===== src/hw/rtl/ffscd_pkg.sv =====
`default_nettype none
// ----------------------------------------------------------------------------
// ffscd_pkg: shared types and constants of the checksum deframer
// Byte widths, header reset value, readout state type and frame queue status.
// ----------------------------------------------------------------------------
package ffscd_pkg;

   localparam int BYTE_W = 8;
   localparam int INDEX_W = 5;
   localparam logic [BYTE_W-1:0] HEADER_RESET = 8'hAA;

   // readout sequencer of the back end
   typedef enum logic [1:0] {
      BK_IDLE,
      BK_FETCH,
      BK_SEND
   } back_state_type;

   // status of the queue of checked frames waiting for readout
   typedef struct packed {
      logic empty;
      logic full;
      logic head_bank;
   } fq_status_type;

endpackage : ffscd_pkg
`default_nettype wire


===== src/hw/rtl/ffscd_ram.sv =====
`default_nettype none
// ----------------------------------------------------------------------------
// ffscd_ram: generic simple dual port RAM
// One write port, one read port with registered read data.
// ----------------------------------------------------------------------------
module ffscd_ram #(
   parameter int WIDTH = 8,
   parameter int DEPTH = 64
) (
   input  wire logic                     clock,
   input  wire logic                     wr_en,
   input  wire logic [$clog2(DEPTH)-1:0] wr_addr,
   input  wire logic [WIDTH-1:0]         wr_data,
   input  wire logic                     rd_en,
   input  wire logic [$clog2(DEPTH)-1:0] rd_addr,
   output logic      [WIDTH-1:0]         rd_data
);

   logic [WIDTH-1:0] mem_ff [DEPTH];

   always_ff @(posedge clock) begin
      if (wr_en) begin
         mem_ff[wr_addr] <= wr_data;
      end
      if (rd_en) begin
         rd_data <= mem_ff[rd_addr];
      end
   end

endmodule : ffscd_ram
`default_nettype wire


===== src/hw/rtl/ffscd_front.sv =====
`default_nettype none
// ----------------------------------------------------------------------------
// ffscd_front: header detect, frame fill and checksum check
// Stores armed bytes into the current bank and posts passing frames.
// ----------------------------------------------------------------------------
module ffscd_front
   import ffscd_pkg::*;
#(
   parameter int FRAME_BYTES = 32
) (
   input  wire logic                            clock,
   input  wire logic                            reset,
   input  wire logic                            csr_wr_en,
   input  wire logic [BYTE_W-1:0]               csr_wr_data,
   input  wire logic                            req_tvalid,
   output logic                                 req_tready,
   input  wire logic [BYTE_W-1:0]               req_tdata,
   input  wire fq_status_type                   fq_status,
   output logic                                 frame_push,
   output logic                                 wr_en,
   output logic [$clog2(FRAME_BYTES):0]         wr_addr,
   output logic [BYTE_W-1:0]                    wr_data
);

   localparam int AW = $clog2(FRAME_BYTES);
   localparam logic [AW-1:0] LAST_IDX = AW'(FRAME_BYTES - 1);

   logic [BYTE_W-1:0] header_ff, header_in;
   logic              armed_ff, armed_in;
   logic [AW-1:0]     count_ff, count_in;
   logic [BYTE_W-1:0] sum_ff, sum_in;
   logic              bank_ff, bank_in;
   logic              accept, is_header, store;

   // both banks held by the back end: hold off new bytes
   assign req_tready = !fq_status.full;
   assign accept     = req_tvalid && req_tready;
   assign is_header  = (req_tdata == header_ff);
   assign store      = accept && !is_header && armed_ff;

   assign wr_en   = store;
   assign wr_addr = {bank_ff, count_ff};
   assign wr_data = req_tdata;

   always_comb begin
      header_in  = csr_wr_en ? csr_wr_data : header_ff;
      armed_in   = armed_ff;
      count_in   = count_ff;
      sum_in     = sum_ff;
      bank_in    = bank_ff;
      frame_push = 1'b0;
      if (accept && is_header) begin
         armed_in = 1'b1;
      end else if (store) begin
         if (count_ff == LAST_IDX) begin
            frame_push = (sum_ff == req_tdata);
            bank_in    = bank_ff ^ frame_push;
            armed_in   = 1'b0;
            count_in   = '0;
            sum_in     = '0;
         end else begin
            count_in = count_ff + 1'b1;
            sum_in   = sum_ff + req_tdata;
         end
      end
   end

   always_ff @(posedge clock) begin
      if (reset) begin
         header_ff <= HEADER_RESET;
         armed_ff  <= 1'b0;
         count_ff  <= '0;
         sum_ff    <= '0;
         bank_ff   <= 1'b0;
      end else begin
         header_ff <= header_in;
         armed_ff  <= armed_in;
         count_ff  <= count_in;
         sum_ff    <= sum_in;
         bank_ff   <= bank_in;
      end
   end

endmodule : ffscd_front
`default_nettype wire


===== src/hw/rtl/ffscd_queue.sv =====
`default_nettype none
// ----------------------------------------------------------------------------
// ffscd_queue: two-entry queue of checked frames
// Banks alternate, so an occupancy count and the head bank suffice.
// ----------------------------------------------------------------------------
module ffscd_queue
   import ffscd_pkg::*;
(
   input  wire logic    clock,
   input  wire logic    reset,
   input  wire logic    push,
   input  wire logic    pop,
   output fq_status_type status
);

   logic [1:0] count_ff, count_in;
   logic       head_ff, head_in;

   always_comb begin
      count_in = count_ff + {1'b0, push} - {1'b0, pop};
      head_in  = head_ff ^ pop;
   end

   assign status.empty     = (count_ff == 2'd0);
   assign status.full      = (count_ff == 2'd2);
   assign status.head_bank = head_ff;

   always_ff @(posedge clock) begin
      if (reset) begin
         count_ff <= '0;
         head_ff  <= 1'b0;
      end else begin
         count_ff <= count_in;
         head_ff  <= head_in;
      end
   end

   a_no_overflow: assert property (@(posedge clock) disable iff (reset)
      push |-> (count_ff != 2'd2))
      else $error("frame pushed while both banks busy");

   a_no_underflow: assert property (@(posedge clock) disable iff (reset)
      pop |-> (count_ff != 2'd0))
      else $error("frame popped from empty queue");

   a_count_range: assert property (@(posedge clock) disable iff (reset)
      count_ff != 2'd3)
      else $error("queue count out of range");

   a_head_moves_on_pop: assert property (@(posedge clock) disable iff (reset)
      pop |=> (head_ff != $past(head_ff)))
      else $error("head bank did not advance");

endmodule : ffscd_queue
`default_nettype wire


===== src/hw/rtl/ffscd_back.sv =====
`default_nettype none
// ----------------------------------------------------------------------------
// ffscd_back: frame readout
// Reads a checked frame from its bank and sends it byte by byte.
// ----------------------------------------------------------------------------
module ffscd_back
   import ffscd_pkg::*;
#(
   parameter int FRAME_BYTES = 32
) (
   input  wire logic                     clock,
   input  wire logic                     reset,
   input  wire fq_status_type            fq_status,
   output logic                          frame_pop,
   output logic                          rd_en,
   output logic [$clog2(FRAME_BYTES):0]  rd_addr,
   input  wire logic [BYTE_W-1:0]        rd_data,
   output logic                          rsp_tvalid,
   input  wire logic                     rsp_tready,
   output logic [15:0]                   rsp_tdata,
   output logic                          rsp_tlast
);

   localparam int AW = $clog2(FRAME_BYTES);
   localparam int IXW = (AW > INDEX_W) ? AW : INDEX_W;
   localparam logic [AW-1:0] LAST_IDX = AW'(FRAME_BYTES - 1);

   back_state_type state_ff, state_in;
   logic [AW-1:0]  idx_ff, idx_in;
   logic [IXW-1:0] idx_wide;
   logic           sent, at_last;

   assign at_last  = (idx_ff == LAST_IDX);
   assign sent     = (state_ff == BK_SEND) && rsp_tready;
   assign idx_wide = IXW'(idx_ff);

   // next state
   always_comb begin
      state_in = state_ff;
      idx_in   = idx_ff;
      case (state_ff)
         BK_IDLE: begin
            if (!fq_status.empty) begin
               state_in = BK_FETCH;
            end
         end
         BK_FETCH: begin
            state_in = BK_SEND;
         end
         BK_SEND: begin
            if (rsp_tready) begin
               state_in = at_last ? BK_IDLE : BK_FETCH;
               idx_in   = at_last ? '0 : idx_ff + 1'b1;
            end
         end
         default: begin
            state_in = BK_IDLE;
            idx_in   = '0;
         end
      endcase
   end

   // outputs
   always_comb begin
      rd_en      = 1'b0;
      rsp_tvalid = 1'b0;
      case (state_ff)
         BK_FETCH: rd_en = 1'b1;
         BK_SEND:  rsp_tvalid = 1'b1;
         default: begin
            rd_en      = 1'b0;
            rsp_tvalid = 1'b0;
         end
      endcase
   end

   assign frame_pop = sent && at_last;
   assign rd_addr   = {fq_status.head_bank, idx_ff};
   assign rsp_tdata = {3'b000, idx_wide[INDEX_W-1:0], rd_data};
   assign rsp_tlast = at_last;

   always_ff @(posedge clock) begin
      if (reset) begin
         state_ff <= BK_IDLE;
         idx_ff   <= '0;
      end else begin
         state_ff <= state_in;
         idx_ff   <= idx_in;
      end
   end

   a_send_after_fetch: assert property (@(posedge clock) disable iff (reset)
      $rose(rsp_tvalid) |-> $past(rd_en))
      else $error("byte shown without a RAM read");

   a_readout_needs_frame: assert property (@(posedge clock) disable iff (reset)
      rd_en |-> !fq_status.empty)
      else $error("RAM read with no frame queued");

   a_hold_while_stalled: assert property (@(posedge clock) disable iff (reset)
      (rsp_tvalid && !rsp_tready) |=> (rsp_tvalid && $stable(rsp_tdata)))
      else $error("result changed while stalled");

endmodule : ffscd_back
`default_nettype wire


===== src/hw/rtl/fixed_frame_sum_checksum_deframer.sv =====
`default_nettype none
// ----------------------------------------------------------------------------
// fixed_frame_sum_checksum_deframer: fixed-length frame receiver, sum8 check
// Header-armed byte capture with additive checksum and checked-frame replay.
// ----------------------------------------------------------------------------
// Usage:
//  - req_*: one received byte per request. A byte equal to the header value
//    arms the receiver and is dropped (also in mid-frame, count and sum kept).
//    Armed bytes are stored until FRAME_BYTES are in; the last one must equal
//    the 8-bit sum of the others, otherwise the frame is dropped silently.
//  - rsp_*: a passing frame is replayed in order, one byte per request,
//    with its position in tdata and tlast on the final byte.
//  - csr_*: header value, reset 0xAA; write only while idle.
//  - Flow: the front takes one request per cycle while req_tready is high.
//    Readout reads each byte from the RAM, then sends it, and returns to idle
//    to pick up the next frame; at the earliest, a checked frame is shown
//    after its push into the queue, the fetch state and the RAM read.
//  - The RAM holds two banks: one filling, one replaying. If both hold
//    frames waiting for readout, req_tready drops until a bank is freed.
//  - A stalled rsp side holds its byte and, after two frames, stalls req.
//  - Reset: synchronous; disarms, clears count, sum and queue. No RAM clear.
// ----------------------------------------------------------------------------
module fixed_frame_sum_checksum_deframer
   import ffscd_pkg::*;
#(
   parameter int FRAME_BYTES = 32
) (
   input  wire logic        clock,
   input  wire logic        reset,
   // configuration
   input  wire logic        csr_wr_en,
   input  wire logic [7:0]  csr_wr_data,   // header_value
   // received bytes
   input  wire logic        req_tvalid,
   output logic             req_tready,
   input  wire logic [7:0]  req_tdata,     // [7:0] rx_byte
   // checked frame bytes
   output logic             rsp_tvalid,
   input  wire logic        rsp_tready,
   output logic [15:0]      rsp_tdata,     // [7:0] frame_byte, [12:8] byte_index
   output logic             rsp_tlast      // last_byte
);

   localparam int AW = $clog2(FRAME_BYTES);
   localparam int RAM_DEPTH = 2 << AW;   // two banks of 2**AW entries

   fq_status_type     fq_status;
   logic              frame_push, frame_pop;
   logic              wr_en, rd_en;
   logic [AW:0]       wr_addr, rd_addr;
   logic [BYTE_W-1:0] wr_data, rd_data;

   // front: header, fill, checksum
   ffscd_front #(
      .FRAME_BYTES (FRAME_BYTES)
   ) u_front (
      .clock       (clock),
      .reset       (reset),
      .csr_wr_en   (csr_wr_en),
      .csr_wr_data (csr_wr_data),
      .req_tvalid  (req_tvalid),
      .req_tready  (req_tready),
      .req_tdata   (req_tdata),
      .fq_status   (fq_status),
      .frame_push  (frame_push),
      .wr_en       (wr_en),
      .wr_addr     (wr_addr),
      .wr_data     (wr_data)
   );

   // queue of checked frames between front and back
   ffscd_queue u_queue (
      .clock  (clock),
      .reset  (reset),
      .push   (frame_push),
      .pop    (frame_pop),
      .status (fq_status)
   );

   // double-banked frame store
   ffscd_ram #(
      .WIDTH (BYTE_W),
      .DEPTH (RAM_DEPTH)
   ) u_store (
      .clock   (clock),
      .wr_en   (wr_en),
      .wr_addr (wr_addr),
      .wr_data (wr_data),
      .rd_en   (rd_en),
      .rd_addr (rd_addr),
      .rd_data (rd_data)
   );

   // back: frame replay
   ffscd_back #(
      .FRAME_BYTES (FRAME_BYTES)
   ) u_back (
      .clock      (clock),
      .reset      (reset),
      .fq_status  (fq_status),
      .frame_pop  (frame_pop),
      .rd_en      (rd_en),
      .rd_addr    (rd_addr),
      .rd_data    (rd_data),
      .rsp_tvalid (rsp_tvalid),
      .rsp_tready (rsp_tready),
      .rsp_tdata  (rsp_tdata),
      .rsp_tlast  (rsp_tlast)
   );

endmodule : fixed_frame_sum_checksum_deframer
`default_nettype wire

===== config.mk =====
export PLATFORM = sky130hd
export DESIGN_NAME = fixed_frame_sum_checksum_deframer
export DESIGN_NICKNAME = d
export VERILOG_FILES = /design/src/hw/rtl/ffscd_pkg.sv /design/src/hw/rtl/ffscd_ram.sv /design/src/hw/rtl/ffscd_front.sv /design/src/hw/rtl/ffscd_queue.sv /design/src/hw/rtl/ffscd_back.sv /design/src/hw/rtl/fixed_frame_sum_checksum_deframer.sv
export SDC_FILE = /design/constraint.sdc
export NUM_CORES = 1
export LEC_CHECK = 0
export ABC_AREA = 1
export BUFFER_PORTS_ARGS = -buffer_cell sky130_fd_sc_hd__buf_2
export CORE_ASPECT_RATIO = 1.75
export CORE_MARGIN = 4
export CORE_UTILIZATION = 26
export CTS_CLUSTER_DIAMETER = 150
export DETAILED_ROUTE_END_ITERATION = 16
export PLACE_DENSITY_LB_ADDON = 0.08
export SKIP_LAST_GASP = 1
export SLEW_MARGIN = 10
export SYNTH_ARGS = -nofsm -noshare
export SYNTH_HDL_FRONTEND = slang
export SYNTH_HIERARCHICAL = 1
export SYNTH_SLANG_ARGS = --single-unit
export TNS_END_PERCENT = 1

===== constraint.sdc =====
create_clock -name clock -period 4.4 [get_ports clock]
set_input_delay 0.22 -clock clock [delete_from_list [all_inputs] [get_ports clock]]
set_output_delay 0.22 -clock clock [all_outputs]
set_load 0.03 [all_outputs]

==> impl_metrics.csv <==
group,metric,value,unit
placed_design,place_area,24800,um2
sta,fin_crit_sh,76.2,%
grt,grt.overflow.total,0,
clocking,cts_buffers,55,
route,final_antenna_net_count,0,
hold_path,hold_start,"reset",
outcome,status,"finished clean",
power_and_ir_drop,power_frac_seq,54.8,%
sta,hold_viol_final,0,
sta,tns,0,ns
setup_path,crit_fanout,16,
grt,grt_pass1_wl,111000,um
grt,grt_max_degree,164,
setup_path,reg2reg_depth,9,
sta,max_slew.worst_pin.slew,1.02,ns
grt,grt_pass1_vias,16200,
finish,stdcell_area,26700,um2
sta,slew_viol_final,0,
die,initial_core_util,26.2,%
synth,avgSynthCellArea,11.1,um2
job,cap_viol_max_count,0,
synth,syn-cell-area,23700,um2
clocking,clk_path_buf_depth,3,
finish,fin_nets,2195,
hold_path,min_to,"u_queue/head_ff",
power_and_ir_drop,powerDensity,393,nW/um2
finish,drive_gt1_share,9.54,%
die,io_pins,40,
die,num_rows,146,
finish,num-fill-cells,9391,
die,floorplan.die.width,236,um
finish,num_antenna_cells,0,
die,coreArea,90400,um2
route,drtPass1Iterations,5,
hold_path,holdPathStages,2,
placed_design,hpwl,48600,um
clocking,clk_latency,0.62,ns
synth,synth_seq_cells,553,
synth,syn_inst,2133,
power_and_ir_drop,p_clk_share,43.3,%
grt,antenna_found_initial,1,
synth,seq_area_frac_synth,68.7,%
synth,yosys.area.top_type,"edfxtp_1",
power_and_ir_drop,switchingPower,2.17,mW
setup_path,crit_arrival,3.60,ns
die,die_area,96200,um2
synth,yosysWarnings,6,
clocking,htreeDepth,2,
clocking,cts.sinks,553,
route,num_vias,15500,
clocking,cts_tree,"yes",
power_and_ir_drop,swShare,20.7,%
route,drt-total-wl,77200,um
synth,synth.distinct_cells,37,
finish,final-instance-count-excl-fill,3385,
sta,finalSetupViolCount,0,
hold_path,worstHoldPathType,"in2reg",
clocking,cts_root_buffer,"clkbuf_16",
power_and_ir_drop,intPower,8.33,mW
setup_path,rrSetupSlack,1.05,ns
placed_design,io_buffers,36,
setup_path,r2r_start,"u_queue/count_ff[1]",
route,drc,0,
route,vias_per_cell,4.57,
sta,finalClockSkew,0.0187,ns
grt,grt.total_usage,15.7,%
synth,yosysTopAreaCellShare,65.9,%
setup_path,end_kind,"flip-flop",
route,wire_per_inst,22.8,um
synth,synth_edf_count,520,
setup_path,cp.required,4.65,ns
synth,synthFlopType,"edfxtp_1",
synth,synthArstFlopShare,0,%
finish,multi_input_area,6150,um2
power_and_ir_drop,ir_worst_vdd,275,uV
sta,rsz0062_at_grt,"no",
placed_design,placedCellCount,3270,
power_and_ir_drop,combinationalPowerShare,1.9,%
placed_design,gp_congestion,0.801,
clocking,path_clk_slew,0.06,ns
synth,synth_area_leaders,"edfxtp_1 66%, nand2_1 11%, nand3_1 9.7%",
die,dieHeight,407,um
setup_path,rr_endpoint,"u_store/mem_ff[38][7]",
setup_path,worstSetupPathType,"reg2reg",
sta,fmax,298,MHz
finish,ff_latch_area,16300,um2
route,drt-initial-drc-count,1061,
sta,post-route-min-period,3.35,ns
sta,max-slew-margin-rel,31.8,%
finish,area_growth,12.6,%
power_and_ir_drop,p_leak,9.40,nW
setup_path,critPathLaunchType,"flip-flop",
-- how the worst max path moves through the flow --
| stage | start | to | slack, ns | cells past startpoint |
|---|---|---|---|---|
| after floorplan | u_queue/count_ff[1] | u_store/mem_ff[48][0] | 1.47 | 10 |
| after global placement | req_tdata[1] | u_store/mem_ff[62][1] | 0.92 | 9 |
| after detailed placement | req_tdata[1] | u_store/mem_ff[38][7] | 0.86 | 9 |
| after CTS | u_queue/count_ff[1] | u_store/mem_ff[62][4] | 0.97 | 9 |
| after global routing | u_queue/count_ff[1] | u_store/mem_ff[38][7] | 0.80 | 9 |
| final | u_queue/count_ff[1] | u_store/mem_ff[38][7] | 1.05 | 9 |
-- critical path: stages, from the launching register on --
cell and delay, ns:
dfxtp_1 0.32, inv_1 0.08, nor2_1 0.04, inv_1 0.06, nand2_1 0.10, nor2_4 0.23
nand2_4 0.20, inv_2 0.27, nand4_1 0.78, nor2_1 0.88
-- sequential cells by signal (all words and copies together) (netlist names) --
name / cells
u_front/armed_ff: 1
u_store/mem_ff: 512
u_back/idx_ff: 5
u_front/header_ff: 8
u_front/bank_ff: 1
u_store/rd_data: 8
u_queue/count_ff: 2
u_front/sum_ff: 8
u_back/state_ff: 2
u_queue/head_ff: 1
u_front/count_ff: 5
-- stage by stage --
step                      utilization (%)  total power, mW  hold WS [ns]  setup WS [ns]
after floorplan                         -             5.95         0.282           1.47
after global placement               27.5             6.07         0.437          0.924
after detailed placement             27.5             6.07         0.442          0.858
after CTS                            29.5             10.7        0.0304          0.970
after global routing                 29.5             10.9        0.0717          0.799
final                                29.5             10.5        0.0747           1.05
-- placed cells by master, fill, tap and decap left out, types with 3 or more instances in the layout --
cell type	Yosys	final
nor2_4	3	3
a21oi_2	10	10
edfxtp_1	520	520
dlygate4sd3_1	0	17
clkinv_2	0	14
buf_4	41	65
nand4_1	15	15
nand2_1	716	716
bufinv_16	0	3
xnor2_1	9	9
inv_1	51	49
nor4_1	9	9
o21ai_0	8	8
dfxtp_1	33	30
clkbuf_1	19	17
conb_1	1	3
nor2_1	92	92
ha_1	13	13
clkinv_1	3	11
buf_12	1	3
a21oi_1	13	13
nand3_1	461	461
nand2_2	10	10
clkbuf_16	0	57
buf_2	37	28
inv_2	5	5
-- kinds of logic after synthesis --
group | after synthesis | synth area share, %
simple gates | 1315 | 23.8
flops | 553 | 68.7
buf+inv | 206 | 5.41
compound gates | 34 | 0.919
fa+ha+maj | 14 | 0.771
xor+xnor | 10 | 0.370
other cells | 1 | 0.0158
-- cell usage after synthesis, drive strengths merged (2+ instances only) --
cell type,number
nor3,2
nand2,728
nor2,97
o21ai,10
dfxtp,33
buf,126
edfxtp,520
clkbuf,19
a21oi,23
xnor2,9
clkinv,3
nor4,9
ha,13
nand3,461
inv,58
nand4,15
-- per-layer routing --
layer	part of all wire [%]	routed length, um	global-route usage (%)	vias up
li1	-	-	-	7404
met4	4.2	3210	6.14	0
met3	3.2	2470	1.85	123
met2	54	41600	29.5	309
met1	39	30000	17.9	7618
met5	0	0	0	-
-- area by class of cell --
cell class | instances | area share (%)
well taps | 1184 | 5.55
inverters | 61 | 0.909
clock inverters | 24 | 0.694
clock buffers | 74 | 5.58
flip-flops and latches | 553 | 61.0
repair buffers | 113 | 3.22
multi-input cells | 1376 | 23.0
-- power groups by stage --
stage | Clock [mW] | Combinational [mW] | Sequential, mW
2_1_floorplan | 0 | 0.0854 | 5.86
3_3_place_gp | 0 | 0.200 | 5.87
3_5_place_dp | 0 | 0.200 | 5.87
4_1_cts | 4.73 | 0.211 | 5.75
5_1_grt | 4.95 | 0.223 | 5.75
6_report | 4.54 | 0.201 | 5.75
-- repair_timing --
item / in CTS / in global routing
resized for setup: 0 / 0
hold endpoints to repair: 24 / 0
hold buffers: 17 / 0
buffers inserted: 0 / 0
No activity file was read; power rests on OpenSTA's default activity.
